## config.mk

```make
export PLATFORM = sky130hd
export DESIGN_NAME = ready_queue_priority_scheduler
export DESIGN_NICKNAME = d
export VERILOG_FILES = /design/src/hw/rtl/rqps_pkg.sv /design/src/hw/rtl/rqps_front.sv /design/src/hw/rtl/rqps_back.sv /design/src/hw/rtl/ready_queue_priority_scheduler.sv
export SDC_FILE = /design/constraint.sdc
export NUM_CORES = 1
export LEC_CHECK = 0
export ABC_AREA = 1
export BUFFER_PORTS_ARGS = -buffer_cell sky130_fd_sc_hd__buf_4
export CAP_MARGIN = 25
export CORE_MARGIN = 1.5
export CORE_UTILIZATION = 55
export CTS_BUF_LIST = sky130_fd_sc_hd__clkbuf_2 sky130_fd_sc_hd__clkbuf_4 sky130_fd_sc_hd__clkbuf_8
export CTS_CLUSTER_DIAMETER = 80
export DETAILED_ROUTE_END_ITERATION = 8
export HOLD_SLACK_MARGIN = 0.06
export PLACE_DENSITY = 0.71
export SLEW_MARGIN = 10
export SYNTH_ARGS = -nofsm -noshare
export SYNTH_HDL_FRONTEND = slang
export SYNTH_SLANG_ARGS = --single-unit
```

## constraint.sdc

```tcl
create_clock -name i_clk -period 5.71 [get_ports i_clk]
set_input_delay 1.142 -clock i_clk [delete_from_list [all_inputs] [get_ports i_clk]]
set_output_delay 1.142 -clock i_clk [all_outputs]
set_load 0.02 [all_outputs]
```

## src/hw/rtl/rqps_pkg.sv

```systemverilog
// Types, constants and codes shared by the ready queue scheduler modules.
`default_nettype none
package rqps_pkg;

    localparam int NUM_TASKS      = 32;
    localparam int NUM_PRIORITIES = 32;
    localparam int TASK_W         = 5;
    localparam int PRIO_W         = 5;
    localparam logic [7:0] LOCK_LIMIT = 8'd250;
    localparam logic [PRIO_W-1:0] LOWEST_RESET = 5'd31;

    typedef enum logic [2:0] {
        CMD_ADD    = 3'd0,
        CMD_DELETE = 3'd1,
        CMD_LOCK   = 3'd2,
        CMD_UNLOCK = 3'd3,
        CMD_SCHED  = 3'd4
    } t_cmd;

    typedef enum logic [1:0] {
        ST_DONE    = 2'd0,
        ST_REFUSED = 2'd1,
        ST_IGNORED = 2'd2
    } t_status;

    typedef enum logic [2:0] {
        OP_ADD    = 3'd0,
        OP_DELETE = 3'd1,
        OP_LOCK   = 3'd2,
        OP_UNLOCK = 3'd3,
        OP_SCHED  = 3'd4,
        OP_BAD    = 3'd5
    } t_op;

    typedef struct packed {
        logic [2:0]        command;
        logic [TASK_W-1:0] task_id;
        logic [PRIO_W-1:0] task_priority;
        logic [TASK_W-1:0] current_task;
        logic [PRIO_W-1:0] current_priority;
        logic              system_running;
        logic              in_interrupt;
    } t_in_req;

    typedef struct packed {
        logic [1:0]        status;
        logic [PRIO_W-1:0] highest_ready_priority;
        logic              switch_needed;
        logic [TASK_W-1:0] next_task;
        logic [7:0]        lock_depth_now;
    } t_out_res;

    typedef struct packed {
        t_op     op;
        logic    at_head;
        logic    add_ok;
        logic    task_ok;
        logic    permitted;
        t_in_req req;
    } t_job;

    typedef struct packed {
        logic valid;
        t_job job;
    } t_front_ctl;

endpackage
`default_nettype wire

```

## src/hw/rtl/rqps_front.sv

```systemverilog
// Front end: accepts requests, decodes them and queues them for the back end.
`default_nettype none
module rqps_front import rqps_pkg::*; (
    input  wire logic       i_clk,
    input  wire logic       i_rst_n,
    input  wire logic       i_in_valid,
    output logic            o_in_stall,
    input  wire t_in_req    i_in_req,
    output t_front_ctl      o_ctl,
    input  wire logic       i_pop
);

    t_job       r_q [2];
    logic       r_wptr;
    logic       r_rptr;
    logic [1:0] r_count;
    t_job       w_job;
    logic       w_push;
    logic       w_pop;

    always_comb begin
        w_job.req       = i_in_req;
        w_job.at_head   = i_in_req.task_priority > i_in_req.current_priority;
        w_job.task_ok   = int'(i_in_req.task_id) < NUM_TASKS;
        w_job.add_ok    = w_job.task_ok && (int'(i_in_req.task_priority) < NUM_PRIORITIES);
        w_job.permitted = i_in_req.system_running && !i_in_req.in_interrupt;
        case (i_in_req.command)
            CMD_ADD:    w_job.op = OP_ADD;
            CMD_DELETE: w_job.op = OP_DELETE;
            CMD_LOCK:   w_job.op = OP_LOCK;
            CMD_UNLOCK: w_job.op = OP_UNLOCK;
            CMD_SCHED:  w_job.op = OP_SCHED;
            default:    w_job.op = OP_BAD;
        endcase
    end

    assign o_in_stall = (r_count == 2'd2);
    assign w_push     = i_in_valid && !o_in_stall;
    assign w_pop      = i_pop && (r_count != 2'd0);
    assign o_ctl.valid = (r_count != 2'd0);
    assign o_ctl.job   = r_q[r_rptr];

    always_ff @(posedge i_clk) begin
        if (!i_rst_n) begin
            r_wptr  <= 1'b0;
            r_rptr  <= 1'b0;
            r_count <= 2'd0;
        end else begin
            if (w_push) begin
                r_wptr <= !r_wptr;
            end
            if (w_pop) begin
                r_rptr <= !r_rptr;
            end
            r_count <= r_count + {1'b0, w_push} - {1'b0, w_pop};
        end
        if (w_push) begin
            r_q[r_wptr] <= w_job;
        end
    end

endmodule
`default_nettype wire

```

## src/hw/rtl/rqps_back.sv

```systemverilog
// Back end: sequencer over the queue link memories, bitmap, lock depth and result register.
`default_nettype none
module rqps_back import rqps_pkg::*; (
    input  wire logic              i_clk,
    input  wire logic              i_rst_n,
    input  wire t_front_ctl        i_ctl,
    output logic                   o_pop,
    input  wire logic              i_cfg_wr_en,
    input  wire logic [PRIO_W-1:0] i_cfg_wr_data,
    output logic                   o_out_valid,
    input  wire logic              i_out_stall,
    output t_out_res               o_out_res
);

    typedef enum logic [6:0] {
        S_IDLE = 7'b0000001,
        S_RD1  = 7'b0000010,
        S_RD2  = 7'b0000100,
        S_WR   = 7'b0001000,
        S_HI   = 7'b0010000,
        S_HD   = 7'b0100000,
        S_OUT  = 7'b1000000
    } t_state;

    t_state r_state, n_state;
    t_job   r_job;
    logic   r_sched, n_sched;
    t_status r_status, n_status;
    logic [7:0] r_lock, n_lock;
    logic [NUM_TASKS-1:0]      r_ready, n_ready;
    logic [NUM_PRIORITIES-1:0] r_bitmap, n_bitmap;
    logic [PRIO_W-1:0] r_highest, n_highest;
    logic [PRIO_W-1:0] r_lowest;
    logic [PRIO_W-1:0] r_p;
    logic       r_out_valid;
    t_out_res   r_out_res;

    logic [TASK_W-1:0] m_next [NUM_TASKS];
    logic [TASK_W-1:0] m_prev [NUM_TASKS];
    logic [PRIO_W-1:0] m_prio [NUM_TASKS];
    logic [TASK_W-1:0] m_head [NUM_PRIORITIES];
    logic [TASK_W-1:0] m_tail [NUM_PRIORITIES];

    logic [TASK_W-1:0] r_next_rd, r_prev_rd, r_head_rd, r_tail_rd;
    logic [PRIO_W-1:0] r_prio_rd;

    logic              w_link_re, w_ht_re, w_tail_re;
    logic [PRIO_W-1:0] w_ht_ra;
    logic              w_next_we, w_prev_we, w_prio_we, w_head_we, w_tail_we;
    logic [TASK_W-1:0] w_next_wa, w_next_wd, w_prev_wa, w_prev_wd, w_head_wd, w_tail_wd;
    logic [PRIO_W-1:0] w_hd_wa;
    logic [TASK_W-1:0] w_t;
    logic              w_is_head, w_is_tail, w_any, w_out_free;
    logic [TASK_W-1:0] w_head_task;

    assign w_t        = r_job.req.task_id;
    assign w_any      = |r_bitmap;
    assign w_out_free = !r_out_valid || !i_out_stall;
    assign w_is_head  = (r_head_rd == w_t);
    assign w_is_tail  = (r_tail_rd == w_t);
    assign w_head_task = w_any ? r_head_rd : '0;
    assign o_pop      = (r_state == S_IDLE) && i_ctl.valid;

    always_comb begin
        n_highest = r_lowest;
        for (int i = NUM_PRIORITIES - 1; i >= 0; i--) begin
            if (r_bitmap[i]) begin
                n_highest = PRIO_W'(i);
            end
        end
    end

    always_comb begin
        n_state  = r_state;
        n_sched  = r_sched;
        n_status = r_status;
        n_lock   = r_lock;
        n_ready  = r_ready;
        n_bitmap = r_bitmap;
        w_link_re = 1'b0;
        w_ht_re   = 1'b0;
        w_tail_re = 1'b0;
        w_ht_ra   = r_job.req.task_priority;
        w_next_we = 1'b0;
        w_prev_we = 1'b0;
        w_prio_we = 1'b0;
        w_head_we = 1'b0;
        w_tail_we = 1'b0;
        w_next_wa = w_t;
        w_next_wd = r_head_rd;
        w_prev_wa = w_t;
        w_prev_wd = r_tail_rd;
        w_head_wd = w_t;
        w_tail_wd = w_t;
        w_hd_wa   = r_p;
        case (r_state)
            S_IDLE: begin
                if (i_ctl.valid) begin
                    n_sched  = 1'b0;
                    n_status = ST_REFUSED;
                    n_state  = S_HD;
                    case (i_ctl.job.op)
                        OP_ADD: begin
                            if (i_ctl.job.add_ok) begin
                                if (r_ready[i_ctl.job.req.task_id]) begin
                                    n_status = ST_IGNORED;
                                end else begin
                                    n_status = ST_DONE;
                                    n_state  = S_RD1;
                                end
                            end
                        end
                        OP_DELETE: begin
                            if (i_ctl.job.task_ok && r_ready[i_ctl.job.req.task_id]) begin
                                n_status = ST_DONE;
                                n_state  = S_RD1;
                            end
                        end
                        OP_LOCK: begin
                            if (i_ctl.job.permitted && r_lock < LOCK_LIMIT) begin
                                n_lock   = r_lock + 8'd1;
                                n_status = ST_DONE;
                            end
                        end
                        OP_UNLOCK: begin
                            if (i_ctl.job.permitted && r_lock != 8'd0) begin
                                n_lock   = r_lock - 8'd1;
                                n_status = ST_DONE;
                                n_sched  = 1'b1;
                            end
                        end
                        OP_SCHED: begin
                            if (i_ctl.job.permitted && r_lock == 8'd0) begin
                                n_status = ST_DONE;
                                n_sched  = 1'b1;
                            end
                        end
                        default: begin
                        end
                    endcase
                end
            end
            S_RD1: begin
                if (r_job.op == OP_ADD) begin
                    w_ht_re   = 1'b1;
                    w_tail_re = 1'b1;
                    n_state   = S_WR;
                end else begin
                    w_link_re = 1'b1;
                    n_state   = S_RD2;
                end
            end
            S_RD2: begin
                w_ht_re   = 1'b1;
                w_tail_re = 1'b1;
                w_ht_ra   = r_prio_rd;
                n_state   = S_WR;
            end
            S_WR: begin
                n_state = S_HI;
                if (r_job.op == OP_ADD) begin
                    w_prio_we   = 1'b1;
                    n_ready[w_t] = 1'b1;
                    if (!r_bitmap[r_p]) begin
                        w_head_we   = 1'b1;
                        w_tail_we   = 1'b1;
                        n_bitmap[r_p] = 1'b1;
                    end else if (r_job.at_head) begin
                        w_next_we = 1'b1;
                        w_prev_we = 1'b1;
                        w_prev_wa = r_head_rd;
                        w_prev_wd = w_t;
                        w_head_we = 1'b1;
                    end else begin
                        w_prev_we = 1'b1;
                        w_next_we = 1'b1;
                        w_next_wa = r_tail_rd;
                        w_next_wd = w_t;
                        w_tail_we = 1'b1;
                    end
                end else begin
                    n_ready[w_t] = 1'b0;
                    if (w_is_head && w_is_tail) begin
                        n_bitmap[r_p] = 1'b0;
                    end else begin
                        if (w_is_head) begin
                            w_head_we = 1'b1;
                            w_head_wd = r_next_rd;
                        end else begin
                            w_next_we = 1'b1;
                            w_next_wa = r_prev_rd;
                            w_next_wd = r_next_rd;
                        end
                        if (w_is_tail) begin
                            w_tail_we = 1'b1;
                            w_tail_wd = r_prev_rd;
                        end else begin
                            w_prev_we = 1'b1;
                            w_prev_wa = r_next_rd;
                            w_prev_wd = r_prev_rd;
                        end
                    end
                end
            end
            S_HI: begin
                n_state = S_HD;
            end
            S_HD: begin
                w_ht_re = 1'b1;
                w_ht_ra = r_highest;
                n_state = S_OUT;
            end
            S_OUT: begin
                if (w_out_free) begin
                    n_state = S_IDLE;
                end
            end
            default: begin
                n_state = S_IDLE;
            end
        endcase
    end

    always_ff @(posedge i_clk) begin
        if (!i_rst_n) begin
            r_state     <= S_IDLE;
            r_lock      <= 8'd0;
            r_ready     <= '0;
            r_bitmap    <= '0;
            r_highest   <= LOWEST_RESET;
            r_lowest    <= LOWEST_RESET;
            r_out_valid <= 1'b0;
            r_sched     <= 1'b0;
            r_status    <= ST_DONE;
        end else begin
            r_state   <= n_state;
            r_lock    <= n_lock;
            r_ready   <= n_ready;
            r_bitmap  <= n_bitmap;
            r_highest <= n_highest;
            r_sched   <= n_sched;
            r_status  <= n_status;
            if (i_cfg_wr_en) begin
                r_lowest <= i_cfg_wr_data;
            end
            if (r_state == S_OUT && w_out_free) begin
                r_out_valid <= 1'b1;
            end else if (!i_out_stall) begin
                r_out_valid <= 1'b0;
            end
        end
    end

    always_ff @(posedge i_clk) begin
        if (o_pop) begin
            r_job <= i_ctl.job;
            r_p   <= i_ctl.job.req.task_priority;
        end else if (r_state == S_RD2) begin
            r_p <= r_prio_rd;
        end
        if (r_state == S_OUT && w_out_free) begin
            r_out_res.status                 <= r_status;
            r_out_res.highest_ready_priority <= r_highest;
            r_out_res.switch_needed          <= r_sched && (r_lock == 8'd0) && w_any
                                                && (w_head_task != r_job.req.current_task);
            r_out_res.next_task              <= w_head_task;
            r_out_res.lock_depth_now         <= r_lock;
        end
    end

    always_ff @(posedge i_clk) begin
        if (w_link_re) begin
            r_next_rd <= m_next[w_t];
            r_prev_rd <= m_prev[w_t];
            r_prio_rd <= m_prio[w_t];
        end
        if (w_ht_re) begin
            r_head_rd <= m_head[w_ht_ra];
        end
        if (w_tail_re) begin
            r_tail_rd <= m_tail[w_ht_ra];
        end
        if (w_next_we) begin
            m_next[w_next_wa] <= w_next_wd;
        end
        if (w_prev_we) begin
            m_prev[w_prev_wa] <= w_prev_wd;
        end
        if (w_prio_we) begin
            m_prio[w_t] <= r_p;
        end
        if (w_head_we) begin
            m_head[w_hd_wa] <= w_head_wd;
        end
        if (w_tail_we) begin
            m_tail[w_hd_wa] <= w_tail_wd;
        end
    end

    assign o_out_valid = r_out_valid;
    assign o_out_res   = r_out_res;

endmodule
`default_nettype wire

```

## src/hw/rtl/ready_queue_priority_scheduler.sv

```systemverilog
// Top level of the ready queue scheduler: front end, request queue and back end.
`default_nettype none
// The back end sequencer steps each request through reads and writes of the head,
// tail and link memories: lock, unlock, schedule and refused or ignored requests go
// to the head read and output; add reads head and tail, delete reads the links and
// then head and tail, before the writes. A two-entry request queue lets the next
// requests arrive meanwhile. Results leave through an output register in request
// order; lowest_priority writes reach the reported highest priority via registers.
module ready_queue_priority_scheduler import rqps_pkg::*; (
    input  wire logic              i_clk,
    input  wire logic              i_rst_n,
    input  wire logic              i_in_valid,
    output logic                   o_in_stall,
    input  wire t_in_req           i_in_req,
    output logic                   o_out_valid,
    input  wire logic              i_out_stall,
    output t_out_res               o_out_res,
    input  wire logic              i_cfg_wr_en,
    input  wire logic [PRIO_W-1:0] i_cfg_wr_data
);

    t_front_ctl w_ctl;
    logic       w_pop;

    rqps_front u_front (
        .i_clk      (i_clk),
        .i_rst_n    (i_rst_n),
        .i_in_valid (i_in_valid),
        .o_in_stall (o_in_stall),
        .i_in_req   (i_in_req),
        .o_ctl      (w_ctl),
        .i_pop      (w_pop)
    );

    rqps_back u_back (
        .i_clk         (i_clk),
        .i_rst_n       (i_rst_n),
        .i_ctl         (w_ctl),
        .o_pop         (w_pop),
        .i_cfg_wr_en   (i_cfg_wr_en),
        .i_cfg_wr_data (i_cfg_wr_data),
        .o_out_valid   (o_out_valid),
        .i_out_stall   (i_out_stall),
        .o_out_res     (o_out_res)
    );

    a_lock_range: assert property (@(posedge i_clk) disable iff (!i_rst_n)
        o_out_valid |-> (o_out_res.lock_depth_now <= LOCK_LIMIT))
        else $error("lock depth beyond limit");

    a_switch_done: assert property (@(posedge i_clk) disable iff (!i_rst_n)
        (o_out_valid && o_out_res.switch_needed) |->
            (o_out_res.status == ST_DONE && o_out_res.lock_depth_now == 8'd0))
        else $error("switch requested on refused request or while locked");

    a_pop_valid: assert property (@(posedge i_clk) disable iff (!i_rst_n)
        w_pop |-> w_ctl.valid)
        else $error("back end took a request from an empty queue");

endmodule
`default_nettype wire
```

==> results.py <==
metrics = {
    "cts": {
        "cts_tree": "done",
        "clk_latency_ns": 0.84,
        "post-cts-setup-buffer-count": 0,
        "cts_resized": 0,
        "cts.sink_count": 1008,
        "cts_buffers": 157,
        "ctsHoldBuffers": 0,
        "root_buffer": "clkbuf_8",
        "clk_pin_slew_ns": 0.06,
        "htree_levels": 4,
        "cts_buffer_depth": 3,
    },
    "synthesis": {
        "synth_area_leaders": "edfxtp_1 66%, dfxtp_1 4.8%, a22oi_1 4.5%",
        "synth-simple-area-share_pct": 8.51,
        "synth_top_area_share_pct": 66.5,
        "syn_area_mm2": 0.0411,
        "ys_types": 56,
        "synthMuxAreaShare_pct": 1.68,
        "synth_edf_count": 910,
        "synth_common_cells": "910 x edfxtp_1, 381 x nor2_1, 244 x a22oi_1",
        "synth.avg_cell_area_um2": 12.8,
        "synth_top_area_cell": "edfxtp_1",
        "syn-num-nets": 3262,
        "synth_xor_area_share_pct": 0.341,
        "yosysMostFrequentCell": "edfxtp_1",
        "synth_top_family_by_area": "compound AO/OA/AOI/OAI gates",
        "ys_warn_count": 0,
        "synthAdderAreaFrac_pct": 0.444,
        "synth_compound_area_share_pct": 13.9,
        "synth_seq_cells": 1008,
        "async_flop_share_pct": 0,
        "ys.flop_type": "edfxtp_1",
        "syn_inst": 3213,
        "synth_seq_area_share_pct": 71.2,
    },
    "min_path": {
        "hold_class": "flop to flop",
    },
    "place": {
        "routabilityCongestion": 0.945,
        "place_hpwl_mm": 65.1,
        "numPortBuffers": 57,
        "post-place-ws_ns": 1.49,
        "place_area_mm2": 0.0425,
    },
    "floorplan": {
        "row_count": 100,
        "die_x_um": 276,
        "fp.dieArea_mm2": 0.0764,
        "initial_core_util_pct": 55.4,
        "die_h_um": 276,
        "io_pins": 58,
        "core_mm2": 0.0742,
    },
    "layout": {
        "fin_area_mm2": 0.0459,
        "nNetsFinal": 3350,
        "area_growth_pct": 11.6,
        "drive_gt1_share_pct": 13.9,
    },
    "pwr": {
        "cellLeakagePower_nw": 15.4,
        "peakVddDrop_uv": 398,
        "comb_power_share_pct": 30.6,
        "power_density_mw_per_mm2": 476,
        "clock_power_share_pct": 27.8,
        "seqPwrFrac_pct": 41.6,
        "p_switching_mw": 7.86,
        "p_int_mw": 14.0,
        "swShare_pct": 36.0,
    },
    "timing": {
        "fmax_mhz": 235,
        "worst_slack_ns": 1.45,
        "slew_headroom_pct": 22.4,
        "finClkSkew_ns": 0.0523,
        "fin_crit_ns": 4.26,
        "fin_crit_sh_pct": 74.7,
        "setup_tns_ns": 0,
        "worst_pin_slew_ns": 1.16,
        "setup-violations-final": 0,
        "hold_slack_ns": 0.410,
        "rsz0062_at_grt": "false",
        "slew_viol_final": 0,
        "hold_violations": 0,
    },
    "setup_path": {
        "startpoint_type": "flop",
        "slowest_stage": "clkinv_2",
        "worst_path_largest_cell_delay_ns": 0.71,
        "arrival_ns": 4.75,
        "required_ns": 6.20,
        "worstPathCellList": "nor2_1 -> inv_1 -> nor2_1 -> nand3_1 -> nand2_1 -> inv_2 -> a21oi_1 -> clkinv_2 -> buf_4 -> buf_4 -> o21ai_0 -> o32ai_1 -> o211ai_1 -> a31oi_1",
        "critical_path_class": "flop to flop",
        "cp-end-kind": "flop",
        "path_delay_family": "buffers and inverters",
        "cp_max_fo": 67,
        "cp_num_buf_inv": 5,
    },
    "route": {
        "drc": 0,
        "vias": 27000,
        "drtIter0Drc": 2886,
        "vias_per_cell": 6.13,
        "firstDrtPassIters": 5,
        "detail-route-antenna-nets": 0,
        "finalWirelength_mm": 102,
        "wl_per_cell_um": 23.1,
    },
    "status": {
        "outcome": "finished, final reports clean",
    },
    "global_route": {
        "grt_pass1_vias": 26800,
        "gr-total-overflow": 0,
        "grt_usage_pct": 26.4,
        "grt_max_degree": 161,
        "antenna_found_initial": 2,
        "grt_first_pass_wirelength_mm": 155,
    },
    "flow_run": {
        "drv_cap": 0,
    },
}
registers in the layout (all words and copies together) (netlist names), 2 cells and up, named ones only:
name and cells:
u_back.r_tail_rd 5, u_back.r_head_rd 5, u_back.r_prio_rd 5, u_back.w_t 5, u_back.m_next 160, u_back.r_p 5
u_back.r_next_rd 5, u_back.r_highest 5, u_back.r_lock 8, u_back.r_status 2, u_back.m_head 160, u_back.m_tail 160
u_back.r_prev_rd 5, u_back.r_job 14, u_front.r_count 2, u_back.o_out_res 21, u_back.r_state 7, u_back.r_lowest 5
u_front.r_q 40, u_back.m_prev 160, u_back.m_prio 160
path summary, 6_finish.rpt:
kind	from	end	slack, ns	cells after the start
worst min-delay path	u_back.r_status[1]$_SDFFE_PN0P_	u_back.o_out_res[20]$_DFFE_PP_	0.41	0
worst max register to register	u_back.r_state[1]$_SDFFE_PN0P_	u_back.r_tail_rd[2]$_DFFE_PP_	1.45	14
worst min register to register	u_back.r_status[1]$_SDFFE_PN0P_	u_back.o_out_res[20]$_DFFE_PP_	0.41	0
worst max-delay path	u_back.r_state[1]$_SDFFE_PN0P_	u_back.r_tail_rd[2]$_DFFE_PP_	1.45	14
cell usage in the layout (no fill, tap or decap), types with 16 or more instances in the layout:
| master | count |
|---|---|
| a21oi_1 | 217 |
| a22oi_1 | 244 |
| buf_4 | 98 |
| clkbuf_4 | 58 |
| clkbuf_8 | 165 |
| clkinv_1 | 29 |
| clkinv_2 | 24 |
| dfxtp_1 | 98 |
| edfxtp_1 | 910 |
| inv_1 | 191 |
| inv_2 | 16 |
| mux2i_1 | 69 |
| nand2_1 | 241 |
| nand3_1 | 71 |
| nor2_1 | 377 |
| nor3_1 | 52 |
| nor4_1 | 31 |
| o21a_1 | 23 |
| o21ai_0 | 199 |
| o221ai_1 | 85 |
| o22ai_1 | 21 |
logic make-up (layout without fill, tap and decap cells):
kind of cell | count (synthesis) | count (layout)
AO/OA/AOI/OAI | 886 | 886
XOR/XNOR | 16 | 16
adder cells (fa/ha/maj) | 14 | 14
buffers and inverters | 399 | 616
flip-flops | 1008 | 1008
multiplexers | 69 | 69
other | 0 | 1
AND/OR/NAND/NOR | 821 | 821
stage by stage:
stage | std cells | total power, mW | util, %
after floorplan | 3213 | 13.6 | -
after global placement | 4096 | 15.5 | 57.2
after detailed placement | 4099 | 15.7 | 57.3
after CTS | 4387 | 21.8 | 61.6
after global routing | 4400 | 22.8 | 61.8
final | 4400 | 21.9 | 61.8
layer usage:
| layer | vias to the layer above | share of wire (%) | global-route usage (%) |
|---|---|---|---|
| li1 | 12200 | - | - |
| met1 | 13200 | 41 | 36.3 |
| met2 | 1295 | 47 | 41.9 |
| met3 | 210 | 7.7 | 4.14 |
| met4 | 0 | 3.7 | 12.0 |
| met5 | - | 0 | 0 |
cell type report:
type / instances / area [um2]
inverters: 214 / 811
clock inverters: 65 / 485
diodes: 1 / 2.50
fillers: 5674 / 28300
repair buffers: 114 / 1010
multi-input cells: 1806 / 10400
clock buffers: 223 / 2710
flip-flops and latches: 1008 / 29300
well taps: 969 / 1210
power by group through the flow:
| stage | combinational (mW) | clock [mW] | sequential [mW] |
|---|---|---|---|
| floorplan | 4.39 | 0 | 9.21 |
| global placement | 6.24 | 0 | 9.31 |
| detailed placement | 6.42 | 0 | 9.32 |
| CTS | 6.44 | 6.14 | 9.17 |
| global route | 7.21 | 6.46 | 9.11 |
| finish | 6.69 | 6.07 | 9.09 |
Note: power is estimated with default switching activity, not from simulation.
